### src/hw/rtl/cqsd_pkg.sv
// Shared types and codes for the circular queue with sorted dump.
`timescale 1ns / 1ps

package cqsd_pkg;

    localparam int VALUE_W  = 32;
    localparam int CMD_W    = 2;
    localparam int STATUS_W = 2;

    localparam logic [CMD_W-1:0] CMD_INSERT      = 2'd0;
    localparam logic [CMD_W-1:0] CMD_DELETE      = 2'd1;
    localparam logic [CMD_W-1:0] CMD_DUMP        = 2'd2;
    localparam logic [CMD_W-1:0] CMD_DUMP_SORTED = 2'd3;

    localparam logic [STATUS_W-1:0] ST_OK    = 2'd0;
    localparam logic [STATUS_W-1:0] ST_EMPTY = 2'd1;
    localparam logic [STATUS_W-1:0] ST_FULL  = 2'd2;

    typedef struct packed {
        logic [CMD_W-1:0]          command;
        logic signed [VALUE_W-1:0] value;
    } cmd_item_t;

    typedef struct packed {
        logic signed [VALUE_W-1:0] data;
        logic [STATUS_W-1:0]       status;
        logic                      last;
    } res_item_t;

endpackage

### src/hw/rtl/cqsd_mem.sv
// Entry storage: one write port and one registered read port.
`timescale 1ns / 1ps

module cqsd_mem
    import cqsd_pkg::*;
#(
    parameter int DEPTH = 8,
    parameter int IW    = $clog2(DEPTH)
)
(
    input  logic                      clk,
    input  logic                      we,
    input  logic [IW-1:0]             waddr,
    input  logic signed [VALUE_W-1:0] wdata,
    input  logic                      re,
    input  logic [IW-1:0]             raddr,
    output logic signed [VALUE_W-1:0] rdata
);

    logic signed [VALUE_W-1:0] mem [DEPTH];
    logic signed [VALUE_W-1:0] rdata_reg;

    always_ff @(posedge clk)
    begin
        if (we)
        begin
            mem[waddr] <= wdata;
        end
    end

    always_ff @(posedge clk)
    begin
        if (re)
        begin
            rdata_reg <= mem[raddr];
        end
    end

    assign rdata = rdata_reg;

endmodule

### src/hw/rtl/cqsd_cmp.sv
// Shared compare unit: decides whether a read entry becomes the new pass winner.
`timescale 1ns / 1ps

module cqsd_cmp
    import cqsd_pkg::*;
#(
    parameter int IW = 3
)
(
    input  logic                      sorted,
    input  logic signed [VALUE_W-1:0] cand_val,
    input  logic [IW-1:0]             cand_pos,
    input  logic                      prev_vld,
    input  logic signed [VALUE_W-1:0] prev_val,
    input  logic [IW-1:0]             prev_pos,
    input  logic                      best_vld,
    input  logic signed [VALUE_W-1:0] best_val,
    input  logic [IW-1:0]             best_pos,
    output logic                      take
);

    // Keys order by signed value first and queue position second, which keeps
    // equal values in queue order and makes every key distinct.
    localparam int KW = VALUE_W + IW;

    logic [KW-1:0] cand_key;
    logic [KW-1:0] prev_key;
    logic [KW-1:0] best_key;
    logic          above_prev;
    logic          below_best;

    assign cand_key = {~cand_val[VALUE_W-1], cand_val[VALUE_W-2:0], cand_pos};
    assign prev_key = {~prev_val[VALUE_W-1], prev_val[VALUE_W-2:0], prev_pos};
    assign best_key = {~best_val[VALUE_W-1], best_val[VALUE_W-2:0], best_pos};

    assign above_prev = !prev_vld || (prev_key < cand_key);
    assign below_best = !best_vld || (cand_key < best_key);

    assign take = !sorted || (above_prev && below_best);

endmodule

### src/hw/rtl/circular_queue_sorted_dump_unit.sv
// Top level: ring-buffer queue with in-order and sorted dump sequencer.
`timescale 1ns / 1ps

//  channel  signals                 direction  item
//  cmd      cmd_valid/cmd_ready/cmd  in         command and value
//  res      res_valid/res_ready/res  out        data, status and last flag
//
// Insert, delete and a dump of an empty queue finish in the execute state,
// waiting there for the result register. An in-order dump takes each entry
// through the scan, settle and emit states. A sorted dump makes one pass over
// all n entries per result through the single compare unit and memory read port.
// Reset clears the indices and the count; entries need no clearing.
// A stalled result holds the sequencer; a command is taken only when idle.

module circular_queue_sorted_dump_unit
    import cqsd_pkg::*;
#(
    parameter int DEPTH = 8
)
(
    input  logic      clk,
    input  logic      rst_n,
    input  logic      cmd_valid,
    output logic      cmd_ready,
    input  cmd_item_t cmd,
    output logic      res_valid,
    input  logic      res_ready,
    output res_item_t res
);

    localparam int IW = $clog2(DEPTH);
    localparam int CW = $clog2(DEPTH + 1);
    localparam int SW = IW + 2;

    typedef enum logic [4:0] {
        S_IDLE   = 5'b00001,
        S_EXEC   = 5'b00010,
        S_SCAN   = 5'b00100,
        S_SETTLE = 5'b01000,
        S_EMIT   = 5'b10000
    } state_t;

    state_t                    state_reg, state_next;
    logic [CMD_W-1:0]          cmd_reg, cmd_next;
    logic signed [VALUE_W-1:0] val_reg, val_next;
    logic [IW-1:0]             front_reg, front_next;
    logic [IW-1:0]             rear_reg, rear_next;
    logic [CW-1:0]             occ_reg, occ_next;
    logic [IW-1:0]             out_cnt_reg, out_cnt_next;
    logic [IW-1:0]             issue_pos_reg, issue_pos_next;
    logic                      rd_vld_reg, rd_vld_next;
    logic [IW-1:0]             rd_pos_reg, rd_pos_next;
    logic                      best_vld_reg, best_vld_next;
    logic signed [VALUE_W-1:0] best_val_reg, best_val_next;
    logic [IW-1:0]             best_pos_reg, best_pos_next;
    logic signed [VALUE_W-1:0] prev_val_reg, prev_val_next;
    logic [IW-1:0]             prev_pos_reg, prev_pos_next;
    logic                      res_valid_reg, res_valid_next;
    res_item_t                 res_reg, res_next;

    logic                      slot_free;
    logic                      sorted;
    logic                      is_full;
    logic                      is_empty;
    logic [IW-1:0]             last_pos;
    logic                      final_out;
    logic [IW:0]               addr_sum;
    logic [IW-1:0]             rd_addr;
    logic                      mem_we;
    logic                      mem_re;
    logic signed [VALUE_W-1:0] rd_data;
    logic                      take;

    assign slot_free = !res_valid_reg || res_ready;
    assign sorted    = (cmd_reg == CMD_DUMP_SORTED);
    assign is_full   = (occ_reg == CW'(DEPTH));
    assign is_empty  = (occ_reg == '0);
    assign last_pos  = IW'(occ_reg - CW'(1));
    assign final_out = (out_cnt_reg == last_pos);

    assign addr_sum = {1'b0, front_reg} + {1'b0, issue_pos_reg};
    assign rd_addr  = (addr_sum >= (IW+1)'(DEPTH)) ? IW'(addr_sum - (IW+1)'(DEPTH))
                                                    : addr_sum[IW-1:0];

    function automatic logic [IW-1:0] wrap_next(input logic [IW-1:0] idx);
        return (idx == IW'(DEPTH - 1)) ? '0 : idx + IW'(1);
    endfunction

    cqsd_mem #(
        .DEPTH (DEPTH),
        .IW    (IW)
    ) u_mem (
        .clk   (clk),
        .we    (mem_we),
        .waddr (rear_reg),
        .wdata (val_reg),
        .re    (mem_re),
        .raddr (rd_addr),
        .rdata (rd_data)
    );

    cqsd_cmp #(
        .IW (IW)
    ) u_cmp (
        .sorted   (sorted),
        .cand_val (rd_data),
        .cand_pos (rd_pos_reg),
        .prev_vld (out_cnt_reg != '0),
        .prev_val (prev_val_reg),
        .prev_pos (prev_pos_reg),
        .best_vld (best_vld_reg),
        .best_val (best_val_reg),
        .best_pos (best_pos_reg),
        .take     (take)
    );

    always_comb
    begin
        state_next     = state_reg;
        cmd_next       = cmd_reg;
        val_next       = val_reg;
        front_next     = front_reg;
        rear_next      = rear_reg;
        occ_next       = occ_reg;
        out_cnt_next   = out_cnt_reg;
        issue_pos_next = issue_pos_reg;
        rd_vld_next    = 1'b0;
        rd_pos_next    = issue_pos_reg;
        best_vld_next  = best_vld_reg;
        best_val_next  = best_val_reg;
        best_pos_next  = best_pos_reg;
        prev_val_next  = prev_val_reg;
        prev_pos_next  = prev_pos_reg;
        res_valid_next = res_valid_reg && !res_ready;
        res_next       = res_reg;
        mem_we         = 1'b0;
        mem_re         = 1'b0;
        cmd_ready      = 1'b0;

        // Each read result is judged in the cycle after its address was issued.
        if (rd_vld_reg && take)
        begin
            best_vld_next = 1'b1;
            best_val_next = rd_data;
            best_pos_next = rd_pos_reg;
        end

        case (state_reg)
            S_IDLE:
            begin
                cmd_ready = 1'b1;
                if (cmd_valid)
                begin
                    cmd_next   = cmd.command;
                    val_next   = cmd.value;
                    state_next = S_EXEC;
                end
            end

            S_EXEC:
            begin
                if (cmd_reg == CMD_INSERT)
                begin
                    if (slot_free)
                    begin
                        res_valid_next = 1'b1;
                        res_next       = '{data: '0, status: is_full ? ST_FULL : ST_OK,
                                           last: 1'b1};
                        if (!is_full)
                        begin
                            mem_we    = 1'b1;
                            rear_next = wrap_next(rear_reg);
                            occ_next  = occ_reg + CW'(1);
                        end
                        state_next = S_IDLE;
                    end
                end
                else if (cmd_reg == CMD_DELETE || is_empty)
                begin
                    if (slot_free)
                    begin
                        res_valid_next = 1'b1;
                        res_next       = '{data: '0, status: is_empty ? ST_EMPTY : ST_OK,
                                           last: 1'b1};
                        if (!is_empty)
                        begin
                            front_next = wrap_next(front_reg);
                            occ_next   = occ_reg - CW'(1);
                        end
                        state_next = S_IDLE;
                    end
                end
                else
                begin
                    out_cnt_next   = '0;
                    issue_pos_next = '0;
                    best_vld_next  = 1'b0;
                    state_next     = S_SCAN;
                end
            end

            S_SCAN:
            begin
                mem_re      = 1'b1;
                rd_vld_next = 1'b1;
                // An in-order pass reads one entry; a sorted pass reads them all.
                if (!sorted || issue_pos_reg == last_pos)
                begin
                    state_next = S_SETTLE;
                end
                else
                begin
                    issue_pos_next = issue_pos_reg + IW'(1);
                end
            end

            S_SETTLE:
            begin
                state_next = S_EMIT;
            end

            S_EMIT:
            begin
                if (slot_free)
                begin
                    res_valid_next = 1'b1;
                    res_next       = '{data: best_val_reg, status: ST_OK, last: final_out};
                    prev_val_next  = best_val_reg;
                    prev_pos_next  = best_pos_reg;
                    if (final_out)
                    begin
                        state_next = S_IDLE;
                    end
                    else
                    begin
                        out_cnt_next   = out_cnt_reg + IW'(1);
                        issue_pos_next = sorted ? '0 : out_cnt_reg + IW'(1);
                        best_vld_next  = 1'b0;
                        state_next     = S_SCAN;
                    end
                end
            end

            default:
            begin
                state_next = S_IDLE;
            end
        endcase
    end

    always_ff @(posedge clk or negedge rst_n)
    begin
        if (!rst_n)
        begin
            state_reg     <= S_IDLE;
            front_reg     <= '0;
            rear_reg      <= '0;
            occ_reg       <= '0;
            out_cnt_reg   <= '0;
            rd_vld_reg    <= 1'b0;
            best_vld_reg  <= 1'b0;
            res_valid_reg <= 1'b0;
        end
        else
        begin
            state_reg     <= state_next;
            front_reg     <= front_next;
            rear_reg      <= rear_next;
            occ_reg       <= occ_next;
            out_cnt_reg   <= out_cnt_next;
            rd_vld_reg    <= rd_vld_next;
            best_vld_reg  <= best_vld_next;
            res_valid_reg <= res_valid_next;
        end
    end

    always_ff @(posedge clk)
    begin
        cmd_reg       <= cmd_next;
        val_reg       <= val_next;
        issue_pos_reg <= issue_pos_next;
        rd_pos_reg    <= rd_pos_next;
        best_val_reg  <= best_val_next;
        best_pos_reg  <= best_pos_next;
        prev_val_reg  <= prev_val_next;
        prev_pos_reg  <= prev_pos_next;
        res_reg       <= res_next;
    end

    assign res_valid = res_valid_reg;
    assign res       = res_reg;

    // Where the rear index must sit given the front index and the count.
    logic [SW-1:0] rear_sum;
    logic [IW-1:0] rear_expect;

    assign rear_sum    = SW'(front_reg) + SW'(occ_reg);
    assign rear_expect = (rear_sum >= SW'(DEPTH)) ? IW'(rear_sum - SW'(DEPTH))
                                                   : rear_sum[IW-1:0];

    assert property (@(posedge clk) disable iff (!rst_n)
        occ_reg <= CW'(DEPTH))
        else $error("queue count exceeds depth");

    assert property (@(posedge clk) disable iff (!rst_n)
        rear_reg == rear_expect)
        else $error("rear index does not match front index plus count");

    assert property (@(posedge clk) disable iff (!rst_n)
        cmd_ready |-> !rd_vld_reg)
        else $error("memory read still in flight while idle");

    assert property (@(posedge clk) disable iff (!rst_n)
        (res_valid_reg && res_reg.status != ST_OK) |-> (res_reg.last && res_reg.data == '0))
        else $error("status-only result is not a single final item");

    assert property (@(posedge clk) disable iff (!rst_n)
        (state_reg == S_EMIT) |-> best_vld_reg)
        else $error("pass ended without a selected entry");

endmodule
### config.mk
export PLATFORM = sky130hd
export DESIGN_NAME = circular_queue_sorted_dump_unit
export DESIGN_NICKNAME = d
export VERILOG_FILES = /design/src/hw/rtl/cqsd_pkg.sv /design/src/hw/rtl/cqsd_mem.sv /design/src/hw/rtl/cqsd_cmp.sv /design/src/hw/rtl/circular_queue_sorted_dump_unit.sv
export SDC_FILE = /design/constraint.sdc
export NUM_CORES = 1
export LEC_CHECK = 0
export ABC_AREA = 1
export BUFFER_PORTS_ARGS = -buffer_cell sky130_fd_sc_hd__buf_2
export CELL_PAD_IN_SITES_DETAIL_PLACEMENT = 0
export CELL_PAD_IN_SITES_GLOBAL_PLACEMENT = 2
export CORE_ASPECT_RATIO = 1.2
export CORE_MARGIN = 2
export CORE_UTILIZATION = 35
export DETAILED_ROUTE_END_ITERATION = 10
export GPL_ROUTABILITY_DRIVEN = 0
export GPL_TIMING_DRIVEN = 1
export PLACE_DENSITY = 0.65
export SYNTH_ARGS = -nofsm -noshare
export SYNTH_HDL_FRONTEND = slang
export SYNTH_SLANG_ARGS = --single-unit
### constraint.sdc
create_clock -name clk -period 4.2 [get_ports clk]
set_input_delay 0.21 -clock clk [delete_from_list [all_inputs] [get_ports clk]]
set_output_delay 0.21 -clock clk [all_outputs]
set_load 0.03 [all_outputs]
# Yosys cells after proc, flatten, opt, wreduce, memory -nomap -nowiden
# Memories as Yosys holds them, arrays and structs flattened. A register that Yosys moved wholly into a read port is not among the register bits.
# Cells that the tools add are included.
totals:
  word_cells: 145
  ramBits: 256
  out_inout_bits: 37
  reg_bits: 166
  n_memories: 1
  in_bits: 38
memory_table:
  columns: ["memory", "words", "width", "rd", "rd_clocked_by_memory_dff", "wr", "line_no", "text"]
  rows:
  - ["u_mem.mem", 8, 32, 1, 1, 1, "cqsd_mem.sv:20", "logic signed [VALUE_W-1:0] mem [DEPTH];"]
classes:
  magnitude_cmp: 3
  add_sub_neg: 8
  mux: 53
  eq_ne: 26
  n_bitwise: 6
  n_reduce_logical: 29
op_table:
  columns: ["cell", "count"]
  rows:
  - ["2-to-1 mux 35 bit", 5]
  - ["< comparator 35 bit", 2]
  - ["case mux 35 bit (2 select lines)", 1]
  - ["2-to-1 mux 3 bit", 12]
  - ["2-to-1 mux 5 bit", 6]
  - ["case mux 5 bit (5 select lines)", 1]
  - ["2-to-1 mux 4 bit", 6]
  - ["inequality test 2 bit, second input constant", 10]
  - ["2-to-1 mux 1 bit", 17]
  - ["AND reduction 5 bit", 3]
  - ["adder 3 x 1 -> 3 bit, second input constant", 4]
  - ["AND reduction 6 bit", 2]
  - ["inequality test 3 bit, second input constant", 3]
  - ["case mux 3 bit (3 select lines)", 1]
  - ["equality test 3 bit", 2]
  - ["equality test 3 bit, second input constant", 2]
  - ["logical OR 1 bit", 6]
  - ["inverter 1 bit", 6]
  - ["case mux 3 bit (2 select lines)", 1]
  - ["nonzero test 3 bit", 2]
  - ["equality test 5 x 1 -> 1 bit, second input constant", 1]
  - ["equality test 5 x 2 -> 1 bit, second input constant", 1]
  - ["equality test 5 x 3 -> 1 bit, second input constant", 1]
  - ["equality test 5 x 4 -> 1 bit, second input constant", 1]
  - ["other kinds (20)", 29]

# Depth between registers and ports, before layout
depth:
  depth_word: 10
  mapped_depth: 17

# Cells and area by module
# A second synthesis with hierarchy kept.
unflattened:
  hier_cells: 1917
  area_unflattened_um2: 20304.5
modules_own_cells:
  columns: ["mod", "cells_each", "area_per_inst_um2", "n_inst"]
  rows:
  - ["cqsd_mem", 1156, 12192.9, 1]
  - ["circular_queue_sorted_dump_unit", 434, 6206.0, 1]
  - ["cqsd_cmp", 327, 1905.6, 1]

# Worst setup path after synthesis
# Ideal clock, no wire load.
synth_path:
  kind: "register to register"
  start: "reg occ_reg[0]"
  end: "mem u_mem.mem[5][0], enable pin"
  stages_incl_launch_ff: 11
  required_time_ns: 3.739
  setup_time_ns: 0.461
  synth_period_minus_slack_ns: 4.138
  slack_ns: 0.062
  t_arrival_ns: 3.677
  path_cell_list: "dfrtp_1 clkbuf_1 inv_1 ha_1 nand2_1 nor2_1 nor3_4 inv_2 nor2_2 inv_2 nor3_1"
synth_via:
  elab_chain_len: 7
synth_rtl:
  columns: ["element", "line_no", "text"]
  rows:
  - ["start: declaration", "circular_queue_sorted_dump_unit.sv:48", "logic [CW-1:0] occ_reg, occ_next;"]
  - ["start signal: assignment", "circular_queue_sorted_dump_unit.sv:269", "occ_reg <= occ_next;"]
  - ["equality test 4 bit", "circular_queue_sorted_dump_unit.sv:76", "assign is_full = (occ_reg == CW'(DEPTH));"]
  - ["2-to-1 mux 1 bit", "circular_queue_sorted_dump_unit.sv:169", "if (!is_full)"]
  - ["2-to-1 mux 1 bit", "circular_queue_sorted_dump_unit.sv:164", "if (slot_free)"]
  - ["2-to-1 mux 1 bit", "circular_queue_sorted_dump_unit.sv:162", "if (cmd_reg == CMD_INSERT)"]
  - ["2-to-1 mux 1 bit", "circular_queue_sorted_dump_unit.sv:148", "case (state_reg)"]
  - ["2-to-1 mux 1 bit", "cqsd_mem.sv:25", "if (we)"]
  - ["2-to-1 mux 1 bit (implied by the code)", "cqsd_mem.sv:27", "mem[waddr] <= wdata;"]
  - ["end: declaration", "cqsd_mem.sv:20", null]
# Every way passes these cells.

# Worst setup path after layout
layout_path:
  start: "reg issue_pos_reg[0]"
  end: "reg u_mem.rdata_reg[20], in the netlist u_mem.rdata[20] (read register of u_mem.mem) (data pin)"
layout_via:
  elab_chain_len: 3
layout_rtl:
  columns: ["element", "line_no", "text"]
  rows:
  - ["start: declaration", "circular_queue_sorted_dump_unit.sv:50", "logic [IW-1:0] issue_pos_reg, issue_pos_next;"]
  - ["start signal: assignment", "circular_queue_sorted_dump_unit.sv:281", "issue_pos_reg <= issue_pos_next;"]
  - ["adder 3 x 3 -> 4 bit *", "circular_queue_sorted_dump_unit.sv:81", "assign addr_sum = {1'b0, front_reg} + {1'b0, issue_pos_reg};"]
  - ["greater-or-equal comparator 4 bit or subtractor 3 x 1 -> 3 bit (tied branches)", "circular_queue_sorted_dump_unit.sv:82", "assign rd_addr = (addr_sum >= (IW+1)'(DEPTH)) ? IW'(addr_sum - (IW+1)'(DEPTH))"]
  - ["2-to-1 mux 3 bit *", "circular_queue_sorted_dump_unit.sv:82", null]
  - ["end: declaration", "cqsd_mem.sv:21", "logic signed [VALUE_W-1:0] rdata_reg;"]
# Every way passes the cells marked *; elsewhere a longest branch is shown, timed or not.
# A chain may end at the register's enable or synchronous reset.

==> run metrics <==
r2r endpoint=u_mem.rdata[20]; vias in the first global route=about 11,000; Placed Instances=roughly 2,200; layout cell share with drive strength beyond 1=11.6%; Die Wd=215 µm; Max Transition Viols Final=0; Vias=between 10,000 and 15,000; worst min path class=in -> reg; Max FO, Critical Path=26; Worst Hold Endpoint=state_reg[1]; asr flop ratio synth=under 10%; Max-cap violations=0; CP arrival=3.27 ns; Post-Syn Area=about 0.019 mm²; FMAX=about 0.34 GHz; crit start category=register; pin count of the biggest net entering global routing=just under 100; final non-filler cell total=2,316; Critical Path RT=4.53 ns; IO buf count=74; area grow syn2layout=17.2%; cell area power density=between 600 and 700 mW/mm²; hold path cells=4; run status=completed; H-Tree Depth=2; gr usage total=14.7%; commonest non-fill, non-tap cell in the layout=edfxtp_1; # DRC=0; drt first pass iters=4; initial antenna violation count=0; Num CTS Buffers=slightly below 50; antenna diode count=0; Die ar.=approximately 0.056 mm²; Post CTS Setup Buffer Count=0; ranking of synthesized cells by area=edfxtp_1 69%, ha_1 5.2%, inv_1 4.4%; post-route ant nets=0; Rel. slew slack=39.2%; Starting Density=around a third; Max Clock Skew=~0.011 ns; Reg clk slew, reported paths=~0.060 ns; drt wl/cell=17.2 µm; Pleak=8.52 nW; R2R Setup Slk=between 1 and 1.5 ns; Largest register FFs=256; Clock Path Buffers=3; Tcrit/Tclk final=70.0%; # IOs=75; flop and latch count out of synthesis=~450; vias per cell=roughly 4.6; Reg-to-Reg Start=issue_pos_reg[0]; hold path startpoint=res_ready; Placement Rows=93; number of flops mapped to enable cells by yosys=430; post-CTS sizing=0; Root Driver=clkbuf_16; core area=approximately 0.053 mm²; most frequent cells in the layout=430 x edfxtp_1, 219 x inv_1, 157 x nand2_1, 105 x o21ai_0, 102 x nor2_1; DR iter-0 viols=673; total grt overflow=0; cts hold-fix bufs=36; first-pass GRT wire length=between 60,000 and 70,000 µm; Max VDD drop=~0.6 mV; Vert. Die Dim=around 260 µm; critical path class=reg -> reg; clock sink count=454; Yosys cell types=42; Post-DP HPWL=between 20,000 and 25,000 µm; crit path time final=2.94 ns; synth warn=0; final hold vios=0; top_reg_cell synth=edfxtp_1; # fillers=4,980; leading area contributor after synthesis=edfxtp_1; sequential-to-total area share from yosys stat=71.9%; final setup vio count=0; routed wire length=approximately 40,000 µm; synthesized netlist cell count=1,433; CTS tree=yes; mean post-synth cell area=roughly 13 µm²; Syn Nets=approximately 1,600; setup TNS=0 ns; crit end category=register; Worst Tran Pin Value=between 0.9 and 1 ns; Skew-Pair Late Insertion Delay=about 0.59 ns; NumNets Final=1,682; RSZ-0062 raised after global routing=false; R2R cell count=6; Yosys top cell area share=roughly 69%; final total power=~0.014 W
[Yosys cell counts, drive strengths merged, types with 5 or more instances]
cell    instances
mux2i          32
clkbuf         35
nand2         157
nand3          11
nand4           5
dfrtp          20
o21ai         110
nor3           10
o211ai         34
inv           224
edfxtp        430
xnor2           5
a21oi          92
a31oi          32
ha             78
nor2          109
xor2            7
buf            16
[through the flow]
stage | cell area [µm²] | hold WS (ns) | setup slack (ns) | util (%)
global route | 22000 | 0.142 | 1.09 | 41.2
detailed placement | 20200 | 0.257 | 1.22 | 37.7
CTS | 22000 | 0.0809 | 1.20 | 41.2
floorplan | 18800 | -0.0856 | 0.0618 | -
global placement | 20200 | 0.239 | 1.27 | 37.7
finish | 22000 | 0.120 | 1.26 | 41.2
[power by group]
part | internal (W) | leakage [nW] | switching [W]
Combinational | 0.00145 | 3.61 | 0.00283
Clock | 0.00236 | 0.727 | 0.00171
Sequential | 0.00570 | 4.18 | 0.000351
[routing by layer]
layer	vias up	share of wire [%]	track usage, %
li1	5303	-	-
met1	5067	45	18.8
met2	139	49	25.5
met3	58	3.4	2.56
met4	0	2.2	4.16
met5	-	0	0
[how the worst max path moves through the flow]
stage / startpoint / endpoint / slack [ns]
after detailed placement: issue_pos_reg[0] / u_mem.rdata[20] / 1.22
after floorplan: occ_reg[0] / u_mem.mem[5][0] / 0.06
after global placement: issue_pos_reg[0] / u_mem.rdata[20] / 1.27
after global routing: issue_pos_reg[0] / u_mem.rdata[31] / 1.09
final: issue_pos_reg[0] / u_mem.rdata[20] / 1.26
after CTS: issue_pos_reg[0] / u_mem.rdata[20] / 1.20
[cell families (layout without fill, tap and decap cells)]
kind of cell	Yosys count	count (layout)	share of synthesized area [%]
flip-flops	454	454	71.9
multiplexers	32	32	1.71
adder cells (fa/ha/maj)	79	79	5.30
AO/OA/AOI/OAI	282	282	8.45
buffers and inverters	275	446	5.57
AND/OR/NAND/NOR	299	299	6.50
XOR/XNOR	12	12	0.600
[critical path, cell delays in order (launching register included)]
cell and delay (ns):
edfxtp_1 0.49, ha_4 0.21, fa_4 0.46, xor2_4 0.63, buf_4 0.43, nor2_1 0.08, a31oi_1 0.37
[cell type report]
type / instances / area [µm²] / area share [%]
well taps: 712 / 891 / 4.05
clock buffers: 69 / 1310 / 5.96
multi-input cells: 704 / 4350 / 19.7
flip-flops and latches: 454 / 13500 / 61.3
clock inverters: 21 / 193 / 0.875
inverters: 224 / 841 / 3.82
repair buffers: 132 / 933 / 4.24
No activity file was read; power rests on OpenSTA's default activity.
